--- src/rtl/rnelg_pkg.sv ---
// ----------------------------------------------------------------------------
// rnelg_pkg
// Shared types and constants for the ring neighbour exclusive LRU grant block.
// ----------------------------------------------------------------------------
package rnelg_pkg;

   localparam int MAX_SEATS_DEFAULT = 16;
   localparam int SEAT_W            = 6;
   localparam int TIME_W            = 32;
   localparam int COUNT_W           = 7;
   localparam logic [COUNT_W-1:0] SEAT_COUNT_RESET = 7'd5;

   typedef enum logic [2:0] {
      ST_IDLE,
      ST_SCAN,
      ST_DRAIN,
      ST_PICK,
      ST_EMIT
   } state_type;

   typedef struct packed {
      logic load;
      logic clear;
      logic scan_start;
      logic scan_step;
      logic pick;
      logic emit;
   } cmd_type;

   typedef struct packed {
      logic scan_last;
      logic pass_last;
      logic emit_last;
   } status_type;

endpackage

--- src/rtl/rnelg_ram.sv ---
// ----------------------------------------------------------------------------
// rnelg_ram
// Generic single write port, single read port RAM with registered read data.
// ----------------------------------------------------------------------------
module rnelg_ram #(
   parameter int WIDTH = 32,
   parameter int DEPTH = 16
) (
   input  logic                     clock,
   input  logic                     wr_en,
   input  logic [$clog2(DEPTH)-1:0] wr_addr,
   input  logic [WIDTH-1:0]         wr_data,
   input  logic                     rd_en,
   input  logic [$clog2(DEPTH)-1:0] rd_addr,
   output logic [WIDTH-1:0]         rd_data
);

   logic [WIDTH-1:0] mem_ff [DEPTH];
   logic [WIDTH-1:0] rd_data_ff;

   always_ff @(posedge clock) begin
      if (wr_en) begin
         mem_ff[wr_addr] <= wr_data;
      end
      if (rd_en) begin
         rd_data_ff <= mem_ff[rd_addr];
      end
   end

   assign rd_data = rd_data_ff;

endmodule

--- src/rtl/rnelg_ctrl.sv ---
// ----------------------------------------------------------------------------
// rnelg_ctrl
// Sequencer for load, selection passes, grant decisions and result emission.
// ----------------------------------------------------------------------------
module rnelg_ctrl
   import rnelg_pkg::*;
(
   input  logic       clock,
   input  logic       reset,
   input  logic       start,
   input  logic       final_seat,
   input  status_type status,
   output logic       busy,
   output logic       rsp_strobe,
   output cmd_type    cmd
);

   state_type state_ff;
   state_type state_in;

   always_ff @(posedge clock) begin
      if (reset) begin
         state_ff <= ST_IDLE;
      end else begin
         state_ff <= state_in;
      end
   end

   always_comb begin
      state_in   = state_ff;
      cmd        = '0;
      busy       = 1'b1;
      rsp_strobe = 1'b0;
      case (state_ff)
         ST_IDLE: begin
            busy = 1'b0;
            if (start) begin
               cmd.load = 1'b1;
               if (final_seat) begin
                  cmd.clear      = 1'b1;
                  cmd.scan_start = 1'b1;
                  state_in       = ST_SCAN;
               end
            end
         end
         ST_SCAN: begin
            cmd.scan_step = 1'b1;
            if (status.scan_last) begin
               state_in = ST_DRAIN;
            end
         end
         ST_DRAIN: begin
            state_in = ST_PICK;
         end
         ST_PICK: begin
            cmd.pick = 1'b1;
            if (status.pass_last) begin
               state_in = ST_EMIT;
            end else begin
               cmd.scan_start = 1'b1;
               state_in       = ST_SCAN;
            end
         end
         ST_EMIT: begin
            cmd.emit   = 1'b1;
            rsp_strobe = 1'b1;
            if (status.emit_last) begin
               state_in = ST_IDLE;
            end
         end
         default: begin
            state_in = ST_IDLE;
         end
      endcase
   end

endmodule

--- src/rtl/rnelg_dp.sv ---
// ----------------------------------------------------------------------------
// rnelg_dp
// Datapath: service time RAM, oldest-first selection scan, grant flags and
// result counter.
// ----------------------------------------------------------------------------
module rnelg_dp
   import rnelg_pkg::*;
#(
   parameter int MAX_SEATS = MAX_SEATS_DEFAULT
) (
   input  logic               clock,
   input  logic               reset,
   input  logic               csr_wr_en,
   input  logic [COUNT_W-1:0] csr_wr_data,
   input  logic [SEAT_W-1:0]  req_seat,
   input  logic [TIME_W-1:0]  req_last_meal_time,
   input  cmd_type            cmd,
   output status_type         status,
   output logic [SEAT_W-1:0]  rsp_grant_seat,
   output logic               rsp_granted,
   output logic               rsp_last_result
);

   localparam int AW = $clog2(MAX_SEATS);

   logic [COUNT_W-1:0]   seat_count_ff;
   logic [AW-1:0]        n_last_ff;
   logic [AW-1:0]        n_last_in;
   logic [AW-1:0]        scan_idx_ff;
   logic                 cmp_valid_ff;
   logic [AW-1:0]        cmp_idx_ff;
   logic                 best_found_ff;
   logic [TIME_W-1:0]    best_time_ff;
   logic [AW-1:0]        best_seat_ff;
   logic [AW-1:0]        pass_ff;
   logic [AW-1:0]        out_idx_ff;
   logic [MAX_SEATS-1:0] done_ff;
   logic [MAX_SEATS-1:0] grant_ff;
   logic [TIME_W-1:0]    rd_time;
   logic                 wr_ok;
   logic                 better;
   logic [AW-1:0]        up_seat;
   logic [AW-1:0]        down_seat;

   assign wr_ok = cmd.load && ({1'b0, req_seat} < COUNT_W'(MAX_SEATS));

   rnelg_ram #(
      .WIDTH (TIME_W),
      .DEPTH (MAX_SEATS)
   ) u_times (
      .clock   (clock),
      .wr_en   (wr_ok),
      .wr_addr (req_seat[AW-1:0]),
      .wr_data (req_last_meal_time),
      .rd_en   (cmd.scan_step),
      .rd_addr (scan_idx_ff),
      .rd_data (rd_time)
   );

   always_ff @(posedge clock) begin
      if (reset) begin
         seat_count_ff <= SEAT_COUNT_RESET;
      end else if (csr_wr_en) begin
         seat_count_ff <= csr_wr_data;
      end
   end

   always_comb begin
      if (seat_count_ff < COUNT_W'(2)) begin
         n_last_in = AW'(1);
      end else if (seat_count_ff > COUNT_W'(MAX_SEATS)) begin
         n_last_in = AW'(MAX_SEATS - 1);
      end else begin
         n_last_in = AW'(seat_count_ff - COUNT_W'(1));
      end
   end

   assign better = cmp_valid_ff && !done_ff[cmp_idx_ff] &&
                   (!best_found_ff || (rd_time < best_time_ff));

   assign up_seat   = (best_seat_ff == n_last_ff) ? '0 : best_seat_ff + AW'(1);
   assign down_seat = (best_seat_ff == '0) ? n_last_ff : best_seat_ff - AW'(1);

   always_ff @(posedge clock) begin
      if (reset) begin
         cmp_valid_ff <= 1'b0;
         done_ff      <= '0;
         grant_ff     <= '0;
      end else begin
         cmp_valid_ff <= cmd.scan_step;
         if (cmd.clear) begin
            done_ff  <= '0;
            grant_ff <= '0;
         end else if (cmd.pick) begin
            done_ff[best_seat_ff] <= 1'b1;
            if (!grant_ff[up_seat] && !grant_ff[down_seat]) begin
               grant_ff[best_seat_ff] <= 1'b1;
            end
         end
      end
   end

   always_ff @(posedge clock) begin
      if (cmd.clear) begin
         n_last_ff  <= n_last_in;
         pass_ff    <= '0;
         out_idx_ff <= '0;
      end else begin
         if (cmd.pick) begin
            pass_ff <= pass_ff + AW'(1);
         end
         if (cmd.emit) begin
            out_idx_ff <= out_idx_ff + AW'(1);
         end
      end
      if (cmd.scan_start) begin
         scan_idx_ff   <= '0;
         best_found_ff <= 1'b0;
      end else begin
         if (cmd.scan_step) begin
            scan_idx_ff <= scan_idx_ff + AW'(1);
         end
         if (better) begin
            best_found_ff <= 1'b1;
            best_time_ff  <= rd_time;
            best_seat_ff  <= cmp_idx_ff;
         end
      end
      cmp_idx_ff <= scan_idx_ff;
   end

   assign status.scan_last = (scan_idx_ff == n_last_ff);
   assign status.pass_last = (pass_ff == n_last_ff);
   assign status.emit_last = (out_idx_ff == n_last_ff);

   assign rsp_grant_seat  = SEAT_W'(out_idx_ff);
   assign rsp_granted     = grant_ff[out_idx_ff];
   assign rsp_last_result = (out_idx_ff == n_last_ff);

endmodule

--- src/rtl/ring_neighbour_exclusive_lru_grant.sv ---
// ----------------------------------------------------------------------------
// ring_neighbour_exclusive_lru_grant
// Oldest-first arbiter for seats on a ring with neighbour exclusion.
// ----------------------------------------------------------------------------
// Each transaction on the req_ channel (start high while busy is low) loads
// the last service time of one seat below MAX_SEATS. A transaction with
// req_final_seat set also starts arbitration over the n seats in use (n is
// the csr_ seat count saturated to 2..MAX_SEATS). Arbitration runs n
// selection passes; each pass streams the n stored times out of the single
// read port of the time RAM, one per cycle, and picks the oldest seat not
// yet handled, granting it if neither ring neighbour holds a grant. Then n
// results are emitted on consecutive cycles, in seat order, each marked by
// rsp_strobe for one cycle. A final transaction keeps busy high until the
// last result is emitted; a plain load leaves busy low. The receiver cannot
// stall, so results always leave at one per cycle. Reset returns the
// controller to idle, clears the grant flags and sets the seat count to 5;
// stored service times are undefined until loaded.
// ----------------------------------------------------------------------------
module ring_neighbour_exclusive_lru_grant
   import rnelg_pkg::*;
#(
   parameter int MAX_SEATS = MAX_SEATS_DEFAULT
) (
   input  logic               clock,
   input  logic               reset,
   input  logic               csr_wr_en,
   input  logic [COUNT_W-1:0] csr_wr_data,
   input  logic               start,
   output logic               busy,
   input  logic [SEAT_W-1:0]  req_seat,
   input  logic [TIME_W-1:0]  req_last_meal_time,
   input  logic               req_final_seat,
   output logic               rsp_strobe,
   output logic [SEAT_W-1:0]  rsp_grant_seat,
   output logic               rsp_granted,
   output logic               rsp_last_result
);

   cmd_type    cmd;
   status_type status;

   rnelg_ctrl u_ctrl (
      .clock      (clock),
      .reset      (reset),
      .start      (start),
      .final_seat (req_final_seat),
      .status     (status),
      .busy       (busy),
      .rsp_strobe (rsp_strobe),
      .cmd        (cmd)
   );

   rnelg_dp #(
      .MAX_SEATS (MAX_SEATS)
   ) u_dp (
      .clock              (clock),
      .reset              (reset),
      .csr_wr_en          (csr_wr_en),
      .csr_wr_data        (csr_wr_data),
      .req_seat           (req_seat),
      .req_last_meal_time (req_last_meal_time),
      .cmd                (cmd),
      .status             (status),
      .rsp_grant_seat     (rsp_grant_seat),
      .rsp_granted        (rsp_granted),
      .rsp_last_result    (rsp_last_result)
   );

endmodule

--- config.mk ---
export PLATFORM = sky130hd
export DESIGN_NAME = ring_neighbour_exclusive_lru_grant
export DESIGN_NICKNAME = d
export VERILOG_FILES = /design/src/rtl/rnelg_pkg.sv /design/src/rtl/rnelg_ram.sv /design/src/rtl/rnelg_ctrl.sv /design/src/rtl/rnelg_dp.sv /design/src/rtl/ring_neighbour_exclusive_lru_grant.sv
export SDC_FILE = /design/constraint.sdc
export NUM_CORES = 1
export LEC_CHECK = 0
export ABC_CLOCK_PERIOD_IN_PS = 7610
export CAP_MARGIN = 0
export CORE_MARGIN = 10
export CORE_UTILIZATION = 65
export CTS_BUF_LIST = sky130_fd_sc_hd__clkbuf_8
export CTS_CLUSTER_SIZE = 10
export DETAILED_ROUTE_END_ITERATION = 10
export DONT_BUFFER_PORTS = 1
export PLACE_DENSITY = 0.81
export SLEW_MARGIN = 20
export SYNTH_ARGS = -nofsm -noshare
export SYNTH_HDL_FRONTEND = slang
export SYNTH_HIERARCHICAL = 1
export SYNTH_SLANG_ARGS = --single-unit
export TNS_END_PERCENT = 50
--- constraint.sdc ---
create_clock -name clock -period 7.61 [get_ports clock]
set_clock_uncertainty 0.2 [all_clocks]
set_input_delay 1.522 -clock clock [delete_from_list [all_inputs] [get_ports clock]]
set_output_delay 1.522 -clock clock [all_outputs]
set_load 0.02 [all_outputs]
After elaboration in Yosys (flattened, before gate mapping) --
Memories as Yosys holds them, arrays and structs flattened. A register that Yosys moved wholly into a read port is not among the register bits. Cells that the tools add are included.
Cells by class: $add $sub $neg 6, $lt $le $gt $ge 10, muxes and demuxes 30, reduce and logical (&&, ||, !) cells 17, equal/unequal tests 12, bitwise gates (word level) 3
Operators with widths (number):
- 32-bit less-than comparator | 1
- 16-bit bitwise OR | 2
- 4-bit by 5-bit less-than comparator with 1-bit output (second input constant) | 5
- 3-bit two-way mux | 6
- 4-bit by 1-bit adder with 4-bit output (second input constant) | 4
- 1-bit binary-select mux with 4-bit select | 4
- 4-bit == test | 4
- 3-bit one-hot mux with 5 select lines | 1
- 1-bit two-way mux | 12
- 4-bit two-way mux | 3
- 2-bit != test (second input constant) | 4
- 4-bit by 1-bit subtractor with 4-bit output (second input constant) | 2
- 7-bit by 5-bit > comparator with 1-bit output (second input constant) | 1
- 7-bit by 2-bit less-than comparator with 1-bit output (second input constant) | 1
- 3-bit by 2-bit == test with 1-bit output (second input constant) | 2
- 6-bit by 5-bit less-than comparator with 1-bit output (second input constant) | 1
- 1-bit logical AND | 5
- 1-bit demux with 4-bit select | 1
- 4-bit by 1-bit >= comparator with 1-bit output (second input constant) | 1
- 1-bit logical NOT | 4
- 4-bit logical NOT | 1
- 2-bit two-way mux | 2
- 2-bit AND reduction | 2
- 4-bit AND reduction | 1
- 7 further kinds | 8
Storage, ports and cells: bits in writable memories 512, output and inout bits 10, memories kept 1, flip-flop bits (word level) 100, logic and storage cells 93, input port bits 50
Memories:
- u_dp.u_times.mem_ff | words 16, width 32, rd ports 1, clocked after Yosys merged registers in 1, wr ports 1, line rnelg_ram.sv:18 | logic [WIDTH-1:0] mem_ff [DEPTH];

Logic depth before layout (Yosys ltp) --
Gate-level depths: netlist of the first run.
depth after elaboration 7, mapped depth 11, depth with buffers taken out 9

By module --
Netlist of the first run, hierarchy kept.
Modules (own cells, without submodules):
- rnelg_ram | seq. area each 16335.7 um2, cells an instance 838, times used 1, area an instance 20156.8 um2
- rnelg_dp | seq. area each 2342.2 um2, cells an instance 475, times used 1, area an instance 5021.1 um2
- rnelg_ctrl | seq. area each 60.1 um2, cells an instance 25, times used 1, area an instance 225.2 um2

Least setup slack after synthesis of the first run --
Ideal clock, no wire load.
kind input to register, start point in start, end point mem u_dp.u_times.mem_ff[0][0] (enable), setup time 461 ps, data required time 6949 ps, slack 2282 ps, cell stages on the path 5, path buffers 0, data arrival time 4666 ps, cell sequence inv_1 > nor2_1 > nor3b_1 > or3b_2 > nor3_1
RTL lines:
- start, declared | line ring_neighbour_exclusive_lru_grant.sv:28 | input logic start,
- end, declared | line rnelg_ram.sv:18

Final worst setup path of the first run --
start point reg u_dp.out_idx_ff[0], end point out rsp_granted
On the way: word-level cells in the longest chain between the ends 2
Ends and longest elaborated chain:
- start, declared | line rnelg_dp.sv:36 | logic [AW-1:0] out_idx_ff;
- start signal, assigned | line rnelg_dp.sv:113 | out_idx_ff <= out_idx_ff + AW'(1);
- 1-bit binary-select mux with 4-bit select | line rnelg_dp.sv:137 | assign rsp_granted = grant_ff[out_idx_ff];
- 1-bit two-way mux (not written as such) | line rnelg_dp.sv:137
- end, declared | line ring_neighbour_exclusive_lru_grant.sv:35 | output logic rsp_granted,
Every way passes these cells. The select of a mux whose other input is x is not followed.

==> flow_metrics.tcl, run 1 <==
set metrics [dict create \
    status "completed" \
    synth_edf_count 584 \
    r2r_cells 5 \
    cpMaxStageDelayCell "dfxtp_1" \
    cts_setup_buffers 0 \
    power.leakage_nw 9.295 \
    first_pass_iters 5 \
    pin_count 60 \
    clock-sinks 644 \
    crit_family "multiplexers" \
    setup_tns_ns 0 \
    cts-hold-fix-buffers 0 \
    synthCells 1338 \
    cts_tree "done" \
    dieArea_sq_um 47390 \
    cp.depth 2 \
    synth-seq-area-share_pct 73.76 \
    slew_viol_final 0 \
    async_flop_share_pct 0 \
    routed_via_density 6.466 \
    power.clock.fraction_pct 33.0 \
    nNetsFinal 1483 \
    syn_area_sq_um 25400 \
    dp_hpwl_microns 29650 \
    synth-main-ff-cell "edfxtp_1" \
    path_buf_inv 0 \
    arrival_ns 2.54 \
    syn_area_per_cell_sq_um 18.99 \
    startpoint "u_dp/out_idx_ff[0]" \
    required_ns 5.89 \
    yosysTopAreaCell "edfxtp_1" \
    hold_violations 0 \
    synth.most_common_cell "edfxtp_1" \
    post_cts_resized 0 \
    synth_top_area_share_pct 69.03 \
    fp.dieW_microns 217.7 \
    fin_crit_sh_pct 55.99 \
    ctsRootBufferMaster "clkbuf_8" \
    r2r_setup_slack_ns 3.64 \
    ys.warnings.count 6 \
    drc_errors 0 \
    grt_pass1_vias 13140 \
    path_common_cell "mux4_2" \
    p_int_mw 6.068 \
    rsz0062_at_grt "false" \
    diodes 0 \
    combPwrFrac_pct 16.9 \
    p_seq_share_pct 50.2 \
    power_mw 8.144 \
    grt_max_degree 113 \
    p_switching_mw 2.075 \
    grt_antenna_before_repair 0 \
    overflow 0 \
    critPathKind "reg -> out" \
    clk_pin_slew_worst_paths_ns 0.06 \
    power_switching_share_pct 25.48 \
    std_cell_rows 72 \
    htreeDepth 3 \
    powerDensity_nw_per_um2 289.5 \
    wl_microns 52010 \
    synthTopCellsByArea "edfxtp_1 69%, mux4_2 13%, dfxtp_1 4.7%" \
    reg2reg_from "u_ctrl/state_ff[2]" \
    max_freq_ghz 0.2347 \
    wire_per_inst_microns 26.12 \
    hp-class "reg -> reg" \
    num_vias 12870 \
    relSlewSlack_pct 25.05 \
    critical_path.startpoint_type "flip-flop" \
    reg2reg_to "u_dp/u_times/mem_ff[3][10]" \
    fin_crit_ns 4.261 \
    drive_gt1_share_pct 22.13 \
    vdd_drop_max_mv 0.2168 \
    drtIter0Drc 1412 \
    cp_slowest_stage_delay_ns 0.75 \
    core_sq_um 38650 \
    tightest_slew_ns 1.122 \
    clock_path_buffers 3 \
    initial_core_util_pct 65.73 \
    die_h_microns 217.7 \
    crit_chain "mux4_2 > mux4_2" \
    dp_slack_ns 3.140 \
    ant_nets 0 \
    track_usage_pct 22.03 \
    insertion_delay_ns 0.66 \
    yosysUniqueCellTypes 64 \
    cts_buffers 96 \
    worst_slack_ns 3.349 \
    synth_commonest_cells "584 x edfxtp_1, 142 x mux4_2, 69 x nand2_1" \
    setup-violations-final 0 \
    gp_congestion 0.8583 \
    grt_pass1_wl_microns 78620 \
    drv_cap 0 \
    setup.worst_path.end_class "output port" \
    port_buffers 0 \
    areaGrowthSynthToFinish_pct 10.74 \
    path_max_fanout 9 \
    crit_end "rsp_granted" \
    ys_ff_latch 644 \
]
## cell families (layout without fill, tap and decap cells)
| group | count (synthesis) | in the layout | synth area share, % |
|---|---|---|---|
| flip-flops | 644 | 644 | 73.76 |
| AND/OR/NAND/NOR | 196 | 196 | 3.650 |
| AO/OA/AOI/OAI | 162 | 162 | 4.551 |
| multiplexers | 155 | 155 | 13.12 |
| buffers and inverters | 112 | 246 | 1.980 |
| adder cells (fa/ha/maj) | 39 | 39 | 1.921 |
| XOR/XNOR | 29 | 29 | 0.9998 |
| other | 1 | 2 | 0.01476 |
## power by group through the flow
stage | Sequential [mW] | Combinational, mW | Clock, mW
after floorplan | 4.08 | 1.12 | 0
after detailed placement | 4.16 | 1.36 | 0
after global placement | 4.16 | 1.34 | 0
final | 4.09 | 1.37 | 2.68
after CTS | 4.09 | 1.38 | 2.74
after global routing | 4.10 | 1.47 | 2.90
## how the worst min path moves through the flow
stage	start	endpoint	slack [ns]	cells past startpoint
after global placement	u_dp/u_times/rd_data[0]	u_dp/best_time_ff[0]	0.23	0
after CTS	u_dp/u_times/rd_data[17]	u_dp/best_time_ff[17]	0.26	0
after floorplan	u_dp/scan_idx_ff[1]	u_dp/cmp_idx_ff[1]	0.21	0
after global routing	u_dp/u_times/rd_data[6]	u_dp/best_time_ff[6]	0.27	0
after detailed placement	u_dp/u_times/rd_data[17]	u_dp/best_time_ff[17]	0.24	0
final	u_dp/u_times/rd_data[0]	u_dp/best_time_ff[0]	0.26	0
## flip-flops by register name, indices dropped and copies added (netlist names)
signal and count:
u_dp/best_seat_ff 4, u_dp/cmp_idx_ff 4, u_ctrl/state_ff 3, u_dp/grant_ff 16
u_dp/n_last_ff 4, u_dp/u_times/rd_data 32, u_dp/best_time_ff 32, u_dp/seat_count_ff 7
u_dp/done_ff 16, u_dp/out_idx_ff 4, u_dp/pass_ff 4, u_dp/best_found_ff 1
u_dp/cmp_valid_ff 1, u_dp/u_times/mem_ff 512, u_dp/scan_idx_ff 4
## area by class of cell
class / count / area, sq um
Timing Repair Buffer: 24 / 397.9
Fill cell: 2154 / 10520
Sequential cell: 644 / 18750
Multi-Input combinational cell: 583 / 6311
Inverter: 45 / 168.9
Clock inverter: 76 / 470.5
Clock buffer: 101 / 1390
Tap cell: 518 / 648.1
## cell usage in the layout (no fill, tap or decap), drive strengths merged, types with 4 or more instances in the layout
cell and n:
ha 39, mux2i 12, nor2 57, a21o 17
nand4 10, dfxtp 60, o21ai 12, a31oi 6
bufinv 5, clkbuf 101, buf 24, a211oi 8
mux4 142, nand3b 5, edfxtp 584, a21oi 28
nor4 5, and2 5, or3 5, clkinv 33
nand3 8, nor2b 5, a22oi 65, o31ai 7
nand2b 4, xor2 22, nor3 7, inv 83
xnor2 7, nand2 70
## worst register-to-register path, delay by kind of cell (launching register included)
| family | cells | cell delay (ns) |
|---|---|---|
| flops | 1 | 0.40 |
| simple gates | 5 | 2.98 |
## stage by stage
stage,std cells,hold slack [ns],utilization [%],instance area (sq um)
2_1_floorplan,1339,0.2082,-,25410
3_3_place_gp,1803,0.2271,67.22,25980
3_5_place_dp,1805,0.2439,67.36,26030
4_1_cts,1982,0.2578,72.18,27890
5_1_grt,1991,0.2688,72.79,28130
6_report,1991,0.2558,72.79,28130
## layer usage
| metal | up-vias | GRT usage, % | share of wire [%] | routed length, microns |
|---|---|---|---|---|
| met5 | - | 0 | 0 | 0 |
| met4 | 0 | 8.529 | 2.6 | 1341 |
| met3 | 107 | 5.617 | 8.6 | 4458 |
| met2 | 624 | 36.27 | 52 | 27040 |
| met1 | 6608 | 27.87 | 37 | 19170 |
| li1 | 5534 | - | - | - |
(Power assumes the default switching activity.)
==> inputs of run 2 (changes only) <==
ABC_CLOCK_PERIOD_IN_PS = 4200   (was 7610)
clock period = 4.2 ns   (was 7.61 ns; I/O delays follow)
==> run 2 against run 1 <==
  * Die area unchanged
  * Register-to-register slack worse by 3.0 ns
  * Via count is 0.50% lower
  * Setup slack worse by 2.8 ns
  * Non-clock buffer count grew 13
  * Power grew 82%
  * Core utilization hardly changed
  * Final cell count increased by 0.85%
  * First-iteration DRC count down 1.4%
  * Hold slack worse by 0.19 ns
  * Largest power group unchanged
  * Global-route usage up 0.53 points
  * Clock-buffer cell count up 1
==> flow_metrics.tcl, run 2 (synthesized netlist as in run 1, its figures left out) <==
set metrics [dict create \
    relSlewSlack_pct 24.58 \
    power.clock.fraction_pct 32.8 \
    grt_pass1_vias 13400 \
    hold_violations 0 \
    track_usage_pct 22.55 \
    cts_buffers 98 \
    critPathKind "reg -> reg" \
    grt_max_degree 50 \
    ctsRootBufferMaster "clkbuf_8" \
    dieArea_sq_um 47390 \
    power_switching_share_pct 25.24 \
    drc_errors 0 \
    std_cell_rows 72 \
    port_buffers 0 \
    overflow 0 \
    post_cts_resized 0 \
    nNetsFinal 1498 \
    die_h_microns 217.7 \
    powerDensity_nw_per_um2 525.3 \
    p_int_mw 11.05 \
    diodes 0 \
    ant_nets 0 \
    grt_antenna_before_repair 0 \
    clk_pin_slew_worst_paths_ns 0.06 \
    p_seq_share_pct 50.6 \
    setup.worst_path.end_class "flip-flop" \
    arrival_ns 3.68 \
    first_pass_iters 5 \
    fp.dieW_microns 217.7 \
    fin_crit_sh_pct 85.84 \
    drtIter0Drc 1392 \
    fillers 2090 \
    wl_microns 51810 \
    power_mw 14.78 \
    vdd_drop_max_mv 0.3845 \
    status "completed" \
    slew_viol_final 0 \
    hp-class "in -> reg" \
    cts-hold-fix-buffers 0 \
    num_vias 12810 \
    largest_reg_flops 512 \
    initial_core_util_pct 65.73 \
    rsz0062_at_grt "false" \
    setup-violations-final 0 \
    wire_per_inst_microns 25.80 \
    required_ns 4.28 \
    fin_crit_ns 3.605 \
    path_max_fanout 32 \
    power.leakage_nw 9.319 \
    cts_setup_buffers 0 \
    clock_path_buffers 3 \
    final_cell_mix "584 x edfxtp_1, 142 x mux4_2, 102 x clkbuf_8" \
    top_register "u_dp/u_times/mem_ff" \
    max_freq_ghz 0.2774 \
    insertion_delay_ns 0.65 \
    clock-sinks 644 \
    areaGrowthSynthToFinish_pct 10.76 \
    finalCoreUtilization_pct 72.80 \
    final_common_cell "edfxtp_1" \
    multiInputGateArea_sq_um 6317 \
    dp_hpwl_microns 29810 \
    core_sq_um 38650 \
    routed_via_density 6.379 \
    combPwrFrac_pct 16.5 \
    drv_cap 0 \
    seq_area_sq_um 18750 \
    p_switching_mw 3.731 \
    tightest_slew_ns 1.129 \
    critical_path.startpoint_type "flip-flop" \
    htreeDepth 3 \
    cts_tree "done" \
    gp_congestion 0.8322 \
    pin_count 60 \
    grt_pass1_wl_microns 80600 \
    drive_gt1_share_pct 22.89 \
]
run 2: cell type report:
type	instances	share of cell area, %
sequential	644	66.62
multi-input combinational	583	22.45
clock buffer	102	4.989
tap	518	2.303
clock inverter	79	1.663
timing repair buffer	37	1.370
inverter	45	0.6003
run 2: worst paths after layout:
| path | startpoint | to | slack [ns] | cells past startpoint |
|---|---|---|---|---|
| worst min register to register | u_dp/u_times/rd_data[29] | u_dp/best_time_ff[29] | 0.25 | 0 |
| worst min-delay path | reset | u_dp/seat_count_ff[1] | 0.06 | 1 |
| worst max register to register | u_ctrl/state_ff[2] | u_dp/u_times/mem_ff[0][4] | 0.59 | 6 |
| worst max-delay path | u_ctrl/state_ff[2] | u_dp/u_times/mem_ff[0][4] | 0.59 | 6 |
run 2: through the flow:
step	hold slack [ns]	instance area, sq um	setup slack, ns	std cells	TNS, ns
after global placement	0.2366	26240	0.7214	1826	0
after global routing	0.02944	28140	0.4565	2008	0
after floorplan	0.2082	25420	-0.1876	1339	-11.91
after detailed placement	0.2392	26240	0.6547	1826	0
after CTS	0.02793	28110	0.5517	2007	0
final	0.06418	28140	0.5946	2008	0
run 2: layer usage:
metal  share of wire, %  global-route usage, %
met1                 39                  29.07
met3                7.7                  4.882
met5                  0                      0
met4                3.1                  8.413
met2                 51                  37.38
run 2: power by group through the flow:
| stage | sequential, mW | clock, mW | combinational, mW |
|---|---|---|---|
| floorplan | 7.39 | 0 | 2.03 |
| global placement | 7.62 | 0 | 2.40 |
| detailed placement | 7.62 | 0 | 2.45 |
| CTS | 7.49 | 4.94 | 2.46 |
| global route | 7.52 | 5.24 | 2.63 |
| finish | 7.49 | 4.85 | 2.44 |
run 2: worst max-delay path, stage by stage (launching register included):
cell and delay, ns:
dfxtp_1 0.39, or3_1 0.55, nor2_1 0.14, nor3b_1 0.60
or3b_2 0.64, nor3_4 0.15, buf_4 0.52
